==> src/sv/adhs_pkg.sv <==
// Shared types, constants and helpers for the AML device header scanner.
// No dependencies; imported by every module of the block.
`timescale 1ns / 1ps
`default_nettype none

package adhs_pkg;

  localparam int POSITION_BITS_DEFAULT = 32;
  localparam int LEN_BITS      = 32;
  localparam int WIN_DEPTH     = 10;   // window cells, oldest in cell 0
  localparam int NAME_CHARS    = 4;
  localparam int MIN_HIT_BYTES = 7;    // opcode pair, one length byte, name
  localparam int FLUSH_STEPS   = WIN_DEPTH - MIN_HIT_BYTES;
  localparam int FIFO_DEPTH    = 8;
  localparam int PKG_BITS      = 28;   // widest PkgLength value
  localparam int PADDR_BITS    = 3;

  localparam logic [7:0] EXT_OP_BYTE    = 8'h5B;
  localparam logic [7:0] DEVICE_OP_BYTE = 8'h82;
  localparam logic [7:0] SHORT_LEN_MASK = 8'h3F;
  localparam logic [7:0] LONG_LEN_MASK  = 8'h0F;

  // register index, taken from paddr[2]
  localparam logic [0:0] REG_TABLE_LENGTH = 1'b0;

  // evaluation request travelling down the pipeline
  typedef struct packed {
    logic valid;
    logic done;   // closing word, no window test
    logic last;   // set for the final byte of the table and the flush after it
  } tok_t;

  typedef struct packed {
    logic [31:0] dev_start;
    logic [31:0] dev_end;
    logic [31:0] dev_name;
    logic        scan_done;
    logic        run_end;
  } result_t;

  function automatic logic name_byte_legal(input logic [7:0] c);
    logic upper, digit;
    upper = (c >= 8'h41) && (c <= 8'h5A);
    digit = (c >= 8'h30) && (c <= 8'h39);
    return upper || digit || (c == 8'h5F);
  endfunction

endpackage

`default_nettype wire

==> src/sv/adhs_cell.sv <==
// One window cell: a byte, its valid flag and its table position.
// Shifts toward cell 0 on each step. Uses adhs_pkg.
`timescale 1ns / 1ps
`default_nettype none

module adhs_cell #(
  parameter int POSITION_BITS = adhs_pkg::POSITION_BITS_DEFAULT
) (
  input  wire logic                     clk,
  input  wire logic                     rst,
  input  wire logic                     shift,
  input  wire logic                     clear,
  input  wire logic [7:0]               in_byte,
  input  wire logic                     in_valid,
  input  wire logic [POSITION_BITS-1:0] in_pos,
  input  wire logic [POSITION_BITS:0]   in_s2,
  output logic      [7:0]               byte_q,
  output logic                          valid_q,
  output logic      [POSITION_BITS-1:0] pos_q,
  output logic      [POSITION_BITS:0]   s2_q
);
  import adhs_pkg::*;

  always_ff @(posedge clk) begin
    if (rst) begin
      valid_q <= 1'b0;
    end else if (clear) begin
      valid_q <= 1'b0;
    end else if (shift) begin
      valid_q <= in_valid;
    end
  end

  // payload, no reset
  always_ff @(posedge clk) begin
    if (shift) begin
      byte_q <= in_byte;
      pos_q  <= in_pos;
      s2_q   <= in_s2;
    end
  end

endmodule

`default_nettype wire

==> src/sv/adhs_eval.sv <==
// Two-stage header test of the start held in window cell 0.
// Stage 1: opcode, length, name, lower bound and table length; stage 2: upper bound, end.
// Uses adhs_pkg.
`timescale 1ns / 1ps
`default_nettype none

module adhs_eval #(
  parameter int POSITION_BITS = adhs_pkg::POSITION_BITS_DEFAULT
) (
  input  wire logic                                     clk,
  input  wire logic                                     rst,
  input  wire adhs_pkg::tok_t                           tok,
  input  wire logic [adhs_pkg::LEN_BITS-1:0]            table_length,
  input  wire logic [adhs_pkg::WIN_DEPTH-1:0][7:0]      win_byte,
  input  wire logic [adhs_pkg::WIN_DEPTH-1:0]           win_valid,
  input  wire logic [POSITION_BITS-1:0]                 win_pos,
  input  wire logic [POSITION_BITS:0]                   win_s2,
  output logic                                          busy,
  output logic                                          res_valid,
  output adhs_pkg::result_t                             res
);
  import adhs_pkg::*;

  localparam int EXT_BITS = LEN_BITS + 1;

  logic [7:0]          lead;
  logic [1:0]          extra;
  logic [7:0]          short_len, long_len;
  logic [PKG_BITS-1:0] pkg;
  logic [31:0]         name;
  logic                hdr_ok, avail_ok, name_ok, low_ok, lt_ok;
  logic [EXT_BITS-1:0] s2x, lenx;

  // stage 1 registers
  tok_t                 e1_tok;
  logic                 e1_ok;
  logic [PKG_BITS-1:0]  e1_pkg;
  logic [EXT_BITS-1:0]  e1_rem;
  logic [EXT_BITS-1:0]  e1_s2;
  logic [31:0]          e1_name;
  logic [POSITION_BITS-1:0] e1_start;

  logic                hit;
  logic [EXT_BITS-1:0] end_sum;

  always_comb begin
    lead      = win_byte[2];
    extra     = lead[7:6];
    short_len = lead & SHORT_LEN_MASK;
    long_len  = lead & LONG_LEN_MASK;
    hdr_ok    = (win_byte[0] == EXT_OP_BYTE) && (win_byte[1] == DEVICE_OP_BYTE);
    // every byte up to the end of the name must be held
    avail_ok  = (&win_valid[MIN_HIT_BYTES-1:0])
                && ((extra == 2'd0) || win_valid[7])
                && ((extra <  2'd2) || win_valid[8])
                && ((extra != 2'd3) || win_valid[9]);
    case (extra)
      2'd0: begin
        pkg  = PKG_BITS'(short_len);
        name = {win_byte[6], win_byte[5], win_byte[4], win_byte[3]};
      end
      2'd1: begin
        pkg  = PKG_BITS'({win_byte[3], long_len[3:0]});
        name = {win_byte[7], win_byte[6], win_byte[5], win_byte[4]};
      end
      2'd2: begin
        pkg  = PKG_BITS'({win_byte[4], win_byte[3], long_len[3:0]});
        name = {win_byte[8], win_byte[7], win_byte[6], win_byte[5]};
      end
      default: begin
        pkg  = {win_byte[5], win_byte[4], win_byte[3], long_len[3:0]};
        name = {win_byte[9], win_byte[8], win_byte[7], win_byte[6]};
      end
    endcase
    name_ok = name_byte_legal(name[7:0]) && name_byte_legal(name[15:8])
              && name_byte_legal(name[23:16]) && name_byte_legal(name[31:24]);
    // package must cover the length bytes and the name
    low_ok  = pkg >= (PKG_BITS'(extra) + PKG_BITS'(1 + NAME_CHARS));
    s2x     = EXT_BITS'(win_s2);
    lenx    = EXT_BITS'(table_length);
    lt_ok   = s2x < lenx;
  end

  always_ff @(posedge clk) begin
    if (rst) begin
      e1_tok <= '0;
    end else begin
      e1_tok <= tok;
    end
  end

  always_ff @(posedge clk) begin
    e1_ok    <= hdr_ok && avail_ok && name_ok && low_ok && lt_ok;
    e1_pkg   <= pkg;
    e1_rem   <= lenx - s2x;
    e1_s2    <= s2x;
    e1_name  <= name;
    e1_start <= win_pos;
  end

  always_comb begin
    hit     = e1_ok && (EXT_BITS'(e1_pkg) <= e1_rem);
    end_sum = e1_s2 + EXT_BITS'(e1_pkg);
    busy      = e1_tok.valid;
    res_valid = e1_tok.valid && (e1_tok.done || hit);
    if (e1_tok.done) begin
      res = '{dev_start: '0, dev_end: '0, dev_name: '0, scan_done: 1'b1, run_end: 1'b1};
    end else begin
      res.dev_start = 32'(e1_start);
      res.dev_end   = end_sum[31:0];
      res.dev_name  = e1_name;
      res.scan_done = 1'b0;
      res.run_end   = !e1_tok.last;
    end
  end

endmodule

`default_nettype wire

==> src/sv/adhs_fifo.sv <==
// Result queue between the test pipeline and the output stream.
// Register array, one write and one read a cycle. Uses adhs_pkg.
`timescale 1ns / 1ps
`default_nettype none

module adhs_fifo (
  input  wire logic                                    clk,
  input  wire logic                                    rst,
  input  wire logic                                    push,
  input  wire adhs_pkg::result_t                       push_data,
  input  wire logic                                    pop,
  output logic                                         out_valid,
  output adhs_pkg::result_t                            out_data,
  output logic [$clog2(adhs_pkg::FIFO_DEPTH+1)-1:0]    count
);
  import adhs_pkg::*;

  localparam int PTR_BITS = $clog2(FIFO_DEPTH);
  localparam int CNT_BITS = $clog2(FIFO_DEPTH + 1);

  result_t             mem [FIFO_DEPTH];
  logic [PTR_BITS-1:0] wr_ptr, rd_ptr;
  logic                do_pop;

  assign out_valid = (count != '0);
  assign out_data  = mem[rd_ptr];
  assign do_pop    = pop && out_valid;

  always_ff @(posedge clk) begin
    if (rst) begin
      wr_ptr <= '0;
      rd_ptr <= '0;
      count  <= '0;
    end else begin
      if (push) begin
        wr_ptr <= wr_ptr + PTR_BITS'(1);
      end
      if (do_pop) begin
        rd_ptr <= rd_ptr + PTR_BITS'(1);
      end
      count <= count + CNT_BITS'(push) - CNT_BITS'(do_pop);
    end
  end

  always_ff @(posedge clk) begin
    if (push) begin
      mem[wr_ptr] <= push_data;
    end
  end

endmodule

`default_nettype wire

==> src/sv/aml_device_header_scan.sv <==
// AML Device header scanner: a result word is queued, m_tvalid high, once
// the byte that completes its test has passed the window, the stage 1
// registers and the queue. Throughput one table byte per cycle while the
// queue has room; the header test advances every cycle. The final byte adds
// a flush with s_tready low: 3 shifts of empty cells, then the done word.
// Reset (rst, synchronous): empties window and queue, position and length to 0.
`timescale 1ns / 1ps
`default_nettype none

module aml_device_header_scan #(
  parameter int POSITION_BITS = adhs_pkg::POSITION_BITS_DEFAULT
) (
  input  wire logic                              clk,
  input  wire logic                              rst,
  // byte stream in
  input  wire logic                              s_tvalid,
  output logic                                   s_tready,
  input  wire logic [7:0]                        s_tdata,   // [7:0] table_byte
  input  wire logic                              s_tlast,   // final_byte
  // result stream out
  output logic                                   m_tvalid,
  input  wire logic                              m_tready,
  output logic [95:0]                            m_tdata,   // [31:0] device_start,
                                                            // [63:32] device_end,
                                                            // [95:64] device_name
  output logic [0:0]                             m_tuser,   // [0] scan_done
  output logic                                   m_tlast,   // run_end
  // configuration
  input  wire logic                              psel,
  input  wire logic                              penable,
  input  wire logic                              pwrite,
  input  wire logic [adhs_pkg::PADDR_BITS-1:0]   paddr,
  input  wire logic [31:0]                       pwdata,
  output logic [31:0]                            prdata,
  output logic                                   pready
);
  import adhs_pkg::*;

  localparam int WD        = WIN_DEPTH;
  localparam int CNT_BITS  = $clog2(FIFO_DEPTH + 1);
  localparam int FLUSH_BITS = $clog2(FLUSH_STEPS + 1);

  // Window chain: element WD is the entry point, cells 0..WD-1 hold the window.
  logic [WD:0][7:0]                chain_byte;
  logic [WD:0]                     chain_valid;
  logic [WD:0][POSITION_BITS-1:0]  chain_pos;
  logic [WD:0][POSITION_BITS:0]    chain_s2;

  logic [LEN_BITS-1:0]      table_length;
  logic [POSITION_BITS-1:0] position;       // position of the next byte
  logic                     flushing;
  logic [FLUSH_BITS-1:0]    flush_left;
  tok_t                     t0;             // test request for cell 0

  logic                s_accept, room, step, bubble, done_step, shift;
  logic [CNT_BITS-1:0] occ, fifo_count;
  logic                e1_busy, res_valid;
  result_t             res, head;

  // Every request in flight may turn into one queued word, so requests are
  // issued only while the queue has room for all of them.
  assign occ       = fifo_count + CNT_BITS'(t0.valid) + CNT_BITS'(e1_busy);
  assign room      = occ < CNT_BITS'(FIFO_DEPTH);
  assign s_tready  = !flushing && room;
  assign s_accept  = s_tvalid && s_tready;
  assign step      = flushing && room;
  assign bubble    = step && (flush_left != '0);
  assign done_step = step && (flush_left == '0);
  assign shift     = s_accept || bubble;

  // entry of the chain: the new byte, or an empty cell during the flush
  assign chain_byte[WD]  = s_tdata;
  assign chain_valid[WD] = s_accept;
  assign chain_pos[WD]   = position;
  assign chain_s2[WD]    = {1'b0, position} + (POSITION_BITS+1)'(2);

  for (genvar i = 0; i < WD; i++) begin : g_cell
    adhs_cell #(.POSITION_BITS(POSITION_BITS)) u_cell (
      .clk      (clk),
      .rst      (rst),
      .shift    (shift),
      .clear    (done_step),
      .in_byte  (chain_byte[i+1]),
      .in_valid (chain_valid[i+1]),
      .in_pos   (chain_pos[i+1]),
      .in_s2    (chain_s2[i+1]),
      .byte_q   (chain_byte[i]),
      .valid_q  (chain_valid[i]),
      .pos_q    (chain_pos[i]),
      .s2_q     (chain_s2[i])
    );
  end

  // Control: one test of cell 0 after each shift. After the final byte the
  // chain shifts in empty cells until every start that could still fit a
  // header has passed cell 0, then the done word goes out and the window clears.
  // Accept, bubble and done step never coincide (accept needs !flushing).
  always_ff @(posedge clk) begin
    if (rst) begin
      t0           <= '0;
      position     <= '0;
      flushing     <= 1'b0;
      flush_left   <= '0;
      table_length <= '0;
    end else begin
      if (s_accept) begin
        t0 <= '{valid: 1'b1, done: 1'b0, last: s_tlast};
        if (s_tlast) begin
          position   <= '0;
          flushing   <= 1'b1;
          flush_left <= FLUSH_BITS'(FLUSH_STEPS);
        end else begin
          position <= position + POSITION_BITS'(1);
        end
      end else if (bubble) begin
        t0         <= '{valid: 1'b1, done: 1'b0, last: 1'b1};
        flush_left <= flush_left - FLUSH_BITS'(1);
      end else if (done_step) begin
        t0       <= '{valid: 1'b1, done: 1'b1, last: 1'b1};
        flushing <= 1'b0;
      end else begin
        t0 <= '0;
      end
      if (psel && penable && pwrite && pready && (paddr[2] == REG_TABLE_LENGTH)) begin
        table_length <= pwdata;
      end
    end
  end

  assign pready = 1'b1;
  assign prdata = (paddr[2] == REG_TABLE_LENGTH) ? table_length : '0;

  adhs_eval #(.POSITION_BITS(POSITION_BITS)) u_eval (
    .clk          (clk),
    .rst          (rst),
    .tok          (t0),
    .table_length (table_length),
    .win_byte     (chain_byte[WD-1:0]),
    .win_valid    (chain_valid[WD-1:0]),
    .win_pos      (chain_pos[0]),
    .win_s2       (chain_s2[0]),
    .busy         (e1_busy),
    .res_valid    (res_valid),
    .res          (res)
  );

  adhs_fifo u_fifo (
    .clk       (clk),
    .rst       (rst),
    .push      (res_valid),
    .push_data (res),
    .pop       (m_tready),
    .out_valid (m_tvalid),
    .out_data  (head),
    .count     (fifo_count)
  );

  assign m_tdata = {head.dev_name, head.dev_end, head.dev_start};
  assign m_tuser = head.scan_done;
  assign m_tlast = head.run_end;

endmodule

`default_nettype wire
==> config.mk <==
export PLATFORM = sky130hd
export DESIGN_NAME = aml_device_header_scan
export DESIGN_NICKNAME = d
export VERILOG_FILES = /design/src/sv/adhs_pkg.sv /design/src/sv/adhs_cell.sv /design/src/sv/adhs_eval.sv /design/src/sv/adhs_fifo.sv /design/src/sv/aml_device_header_scan.sv
export SDC_FILE = /design/constraint.sdc
export NUM_CORES = 2
export LEC_CHECK = 0
export ABC_AREA = 1
export BUFFER_PORTS_ARGS = -buffer_cell sky130_fd_sc_hd__buf_2
export CELL_PAD_IN_SITES_DETAIL_PLACEMENT = 1
export CELL_PAD_IN_SITES_GLOBAL_PLACEMENT = 1
export CORE_ASPECT_RATIO = 0.9
export CORE_UTILIZATION = 47
export CTS_BUF_LIST = sky130_fd_sc_hd__clkbuf_2 sky130_fd_sc_hd__clkbuf_4 sky130_fd_sc_hd__clkbuf_8
export DETAILED_ROUTE_END_ITERATION = 16
export GPL_ROUTABILITY_DRIVEN = 1
export PLACE_DENSITY_LB_ADDON = 0.08
export SYNTH_ARGS = -nofsm -noshare
export SYNTH_HDL_FRONTEND = slang
export SYNTH_SLANG_ARGS = --single-unit
export TNS_END_PERCENT = 30
==> constraint.sdc <==
create_clock -name clk -period 14.4 [get_ports clk]
set_input_delay 1.44 -clock clk [delete_from_list [all_inputs] [get_ports clk]]
set_output_delay 1.44 -clock clk [all_outputs]
set_load 0.05 [all_outputs]
---- Yosys cells after proc, flatten, opt, wreduce, memory -nomap -nowiden ----
Memory sizes are Yosys's and may differ from the RTL's. A register that Yosys moved wholly into a read port is not among the register bits.
Cells that the tools add are included.
W data, S select, Z words.
storage, ports and cells
  logic and storage cells ................. 180
  bits in writable memories ............... 784
  output and inout port bits .............. 133
  register bits ........................... 981
  memories kept ........................... 1
memories
  memory      depth  bits a word  read ports  clocked after Yosys merged registers in  write ports  line             source
  u_fifo.mem  8      98           1           1                                        1            adhs_fifo.sv:21  result_t mem [FIFO_DEPTH];
operators by class
  reductions and logical operators ........ 56
  add/sub/neg operators ................... 12
  muxes and demuxes ....................... 19
  equal/unequal tests ..................... 11
  order comparisons ....................... 21
  bitwise operators ....................... 1
operator list
  operator                 number
  $mux W98                 1
  $pmux W32 S3             1
  $pmux W28 S3             1
  $mux W32                 2
  $eq A8 B7 Y1 const B     5
  $add A32 B2 Y33 const B  1
  $le A28 B33 Y1           1
  $lt A33 B32 Y1           1
  $sub A32 B33 Y33         1
  $add A32 B1 Y32 const B  1
  $add A32 B28 Y32         1
  $ge A8 B6 Y1 const B     4
  $ge A8 B7 Y1 const B     4
  $le A8 B6 Y1 const B     4
  $le A8 B7 Y1 const B     4
  $logic_and A1 B1 Y1      30
  $ge A28 B28 Y1           1
  $mux W3                  5
  $logic_or A1 B1 Y1       13
  $add A4 B1 Y4            3
  $eq A8 B8 Y1 const B     1
  $reduce_and A7 Y1        1
  $add A3 B1 Y3 const B    2
  $mux W1                  6
  other kinds (19)         26

---- Depth between registers and ports, before layout ----
  depth in word-level cells ............... 12
  gate-level depth with buffers ........... 22
  mapped depth without buffers ............ 22

---- By module ----
A second synthesis with hierarchy kept.
second synthesis, totals
  cells, all modules ...................... 6471
  area, all modules ....................... 71438.5 um2
modules (own cells, without submodules)
  module                  cells an instance  instances  area each (um2)
  adhs_fifo               3379               1          34391.7
  adhs_cell               80                 10         2237.1
  adhs_eval               1667               1          10623.9
  aml_device_header_scan  625                1          4051.4

---- Worst setup path after synthesis ----
No wires, ideal clock.
  path type ............................... reg2reg
  from .................................... reg u_eval.e1_rem[4]
  to ...................................... mem u_fifo.mem[5][0] in the netlist's numbering (enable)
  stages on the path, launching flop included .. 18
  required time ........................... 13.724 ns
  setup slack ............................. 5.691 ns
  clock period less this slack ............ 8.709 ns
  data arrival time ....................... 8.033 ns
  cell sequence ........................... dfxtp_1 -> inv_1 -> ha_1 -> nand2_1 -> inv_1 -> nand2_1 -> nand2_1 -> nand2_1 -> nand2_1 -> nand2_1 -> nand2_1 -> nand2_1 -> nand3_1 -> nand2_1 -> nand2_1 -> nand2_1 -> nand2_2 -> nor3_1
on the way
  cells in the longest elaborated chain, start to end .. 6
RTL lines
  what                           line              source
  start, declared                adhs_eval.sv:38   logic [EXT_BITS-1:0] e1_rem;
  start signal, assigned         adhs_eval.sv:95   e1_rem <= lenx - s2x;
  $le A28 B33 Y1                 adhs_eval.sv:102  hit = e1_ok && (EXT_BITS'(e1_pkg) <= e1_rem);
  $logic_and A1 B1 Y1            adhs_eval.sv:102
  $logic_or A1 B1 Y1             adhs_eval.sv:105  res_valid = e1_tok.valid && (e1_tok.done || hit);
  $logic_and A1 B1 Y1            adhs_eval.sv:105
  $mux W1                        adhs_fifo.sv:46   if (push) begin
  $mux W1 (implied by the code)  adhs_fifo.sv:47   mem[wr_ptr] <= push_data;
  end, declared                  adhs_fifo.sv:21
No other way between the ends.

==> out/results.ini <==
[worst_setup_path]
crit_path_max_incr_delay_ps=800
path_class=register to output port
end_kind=output port
cp-start-kind=register
reg2reg_depth=13
path_buf_inv=4
arrival_ps=5040
cp_slowest_cell=buf_4
path_cells=inv_6 -> buf_4 -> buf_4 -> o21ai_0 -> o22ai_1 -> nor2_1 -> a31oi_1 -> buf_2
crit_required_ps=12960
crit_cells=8
cp_max_fo=70
cp_common_cell=buf_4
critPathTopFamily=buffers and inverters

[route]
num_vias=39800
wl_per_cell_um=21.6
first_pass_iters=5
viasPerCell=5.31
totalWireLength_um=162000
first_iter_violations=2550
drc=0
ant_nets=0

[synth]
synth_warnings=0
synth_top_family_by_area=simple AND/OR/NAND/NOR gates
synthFlopType=edfxtp_1
async_flop_share=0
synth-adder-area-share=0.0211
synth-compound-area-share=0.0843
synth_enable_flop_cells=1504
ys_ff_latch=1757
synth_nets=5286
synth.distinct_cells=70
synthCells=5124
muxShareOfSynthArea=0
synth_top_area_cell=edfxtp_1
yosysSeqAreaShare=0.753
synth_area_leaders=edfxtp_1 (68%), dfxtp_1 (7.6%), nor2_1 (5.6%), o21ai_0 (3.6%), nand2_1 (2.4%)
synth_top_area_frac=0.677
synthXorXnorAreaFrac=0.00840
avgSynthCellArea_um2=13.0
synth-simple-area-share=0.0981
netlist_area_um2=66700

[clock_network]
clk_latency_ps=970
clkTransAtPathRegs_ps=60
clock_path_buffers=4
clockRootBuffer=clkbuf_8
postCtsHoldBufs=0
post_cts_buffers=0
cts_tree=built
cts-resized-gates=0
cts.sinks=1757
cts-buffers-inserted=294
htreeDepth=5

[final_layout]
final_cells=7502
fin_area_um2=75200
final_core_util=0.536
layout.nets=5600
fillers=14200
syn_to_final_growth_pct=12.6
layout-drive-gt1-share=0.141

[floorplanning]
rows=130
die_x_um=399
die_h_um=359
die_area_um2=143000
start_util=0.476
io_pins=184
core_area_um2=140000

[power]
power.leakage_nw=27.4
p_total_mw=14.8
p_per_area_nw_per_um2=197
vdd_drop_max_uv=121

[hold_path]
hold_path_class=register to register
whs_path_depth=0

[sta]
grt_setup_unrepaired=no
min_period_ps=6480
final-setup-viol-count=0
fin_ws_ps=7920
min_period_over_period=0.450
maxSlewViolCount=0
fmaxAchievable_ghz=0.154
worstMarginPinSlew_ps=1110
hold_viol=0
final.setup.tns_ps=0
holdWs_ps=328
skew_ps=81.9
max-slew-margin-rel=0.257

[placed_design]
place_area_um2=69400
dp_slack_ps=8900
io_buffers=180
place_hpwl_um=98700
place_inst=6990
gp_congestion=0.873

[global_route]
track_usage=0.226
grt_overflow=0
grt_max_degree=211
grt_pass1_wl_um=246000
antenna_found_initial=9
grt_pass1_vias=40900

[run]
cap_violations=0

[run_status]
outcome=completed

final cells by class:
cell class / count / area, um^2 / share of cell area
inverter: 377 / 1440 / 0.0192
clock buffer: 446 / 5390 / 0.0717
sequential: 1757 / 50200 / 0.668
multi-input combinational: 2790 / 14200 / 0.189
antenna: 4 / 10.0 / 0.000133
timing repair buffer: 218 / 1250 / 0.0166
tap: 1848 / 2310 / 0.0308
clock inverter: 62 / 319 / 0.00424
state kept, by name (all words and copies together) (netlist names), named ones only:
signal,cells
position,32
g_cell.u_cell.valid_q,10
flush_left,2
u_fifo.mem,784
u_eval.e1_name,32
u_eval.e1_tok,2
table_length,32
g_cell.u_cell.byte_q,80
u_eval.e1_s2,32
u_eval.e1_rem,33
u_eval.e1_pkg,28
u_fifo.count,4
g_cell.u_cell.s2_q,330
u_fifo.rd_ptr,3
g_cell.u_cell.pos_q,310
t0,3
u_eval.e1_start,31
u_eval.e1_ok,1
u_eval.busy,1
u_fifo.wr_ptr,3
flushing,1
cells by family after synthesis:
logic type / count (synthesis)
AOI/OAI and AO/OA: 996
xor gates and xnor gates: 64
DFF: 1757
adders and majority gates: 111
and+or+nand+nor: 1618
buffers and inverters: 577
other: 1
final timing paths:
path	start	to	slack, ps
hold reg to reg	g_cell[0].u_cell.pos_q[26]	u_eval.e1_start[26]	330
hold / removal	g_cell[0].u_cell.pos_q[26]	u_eval.e1_start[26]	330
setup reg to reg	u_eval.busy	g_cell[9].u_cell.s2_q[25]	9310
setup / recovery	register	m_tdata[34]	7920
worst reg2reg max path: cells and delay by family (launching register included):
| family | cells | cell delay (ps) |
|---|---|---|
| AND/OR/NAND/NOR | 7 | 1040 |
| flip-flops | 1 | 430 |
| buffers and inverters | 5 | 2900 |
| adder cells (fa/ha/maj) | 1 | 270 |
cells in the mapped netlist (all sizes together) (9+ instances only):
library cell and n:
o21ai 503, xnor2 15, ha 108, o211ai 10, o22ai 108, a31oi 119, nand4 32, dfxtp 253
nor3 49, clkbuf 128, xor2 49, nand2 441, nand3 61, a21o 15, nor2 1015, a21oi 201
edfxtp 1504, inv 375, o21a 9, buf 72
where the power goes:
part	switching (mW)	internal, mW	total (mW)
Clock	1.88	2.39	4.27
Combinational	2.64	0.774	3.41
Sequential	0.351	6.76	7.11
cells in the final DEF (no fill, tap or decap), types with 10 or more instances in the layout:
cell	synthesis	layout
a21o_1	15	15
a21oi_1	197	197
a31oi_1	106	106
a31oi_2	10	10
buf_2	35	180
buf_4	12	33
clkbuf_4	0	120
clkbuf_8	0	326
clkinv_1	2	35
clkinv_2	0	19
dfxtp_1	253	250
edfxtp_1	1504	1504
ha_1	108	108
inv_1	350	349
inv_2	23	21
nand2_1	427	426
nand2_2	12	12
nand3_1	58	58
nand4_1	31	31
nor2_1	1002	998
nor3_1	44	40
o21ai_0	485	485
o21ai_1	13	13
o22ai_1	108	108
xnor2_1	15	15
xor2_1	49	49
metal layers:
metal	vias up	share of wire	GRT usage
met1	19900	0.47	0.330
met3	283	0.042	0.0334
met5	-	0.000068	0
met2	846	0.46	0.351
li1	18800	-	-
met4	2	0.025	0.0687
(Power assumes the default switching activity.)
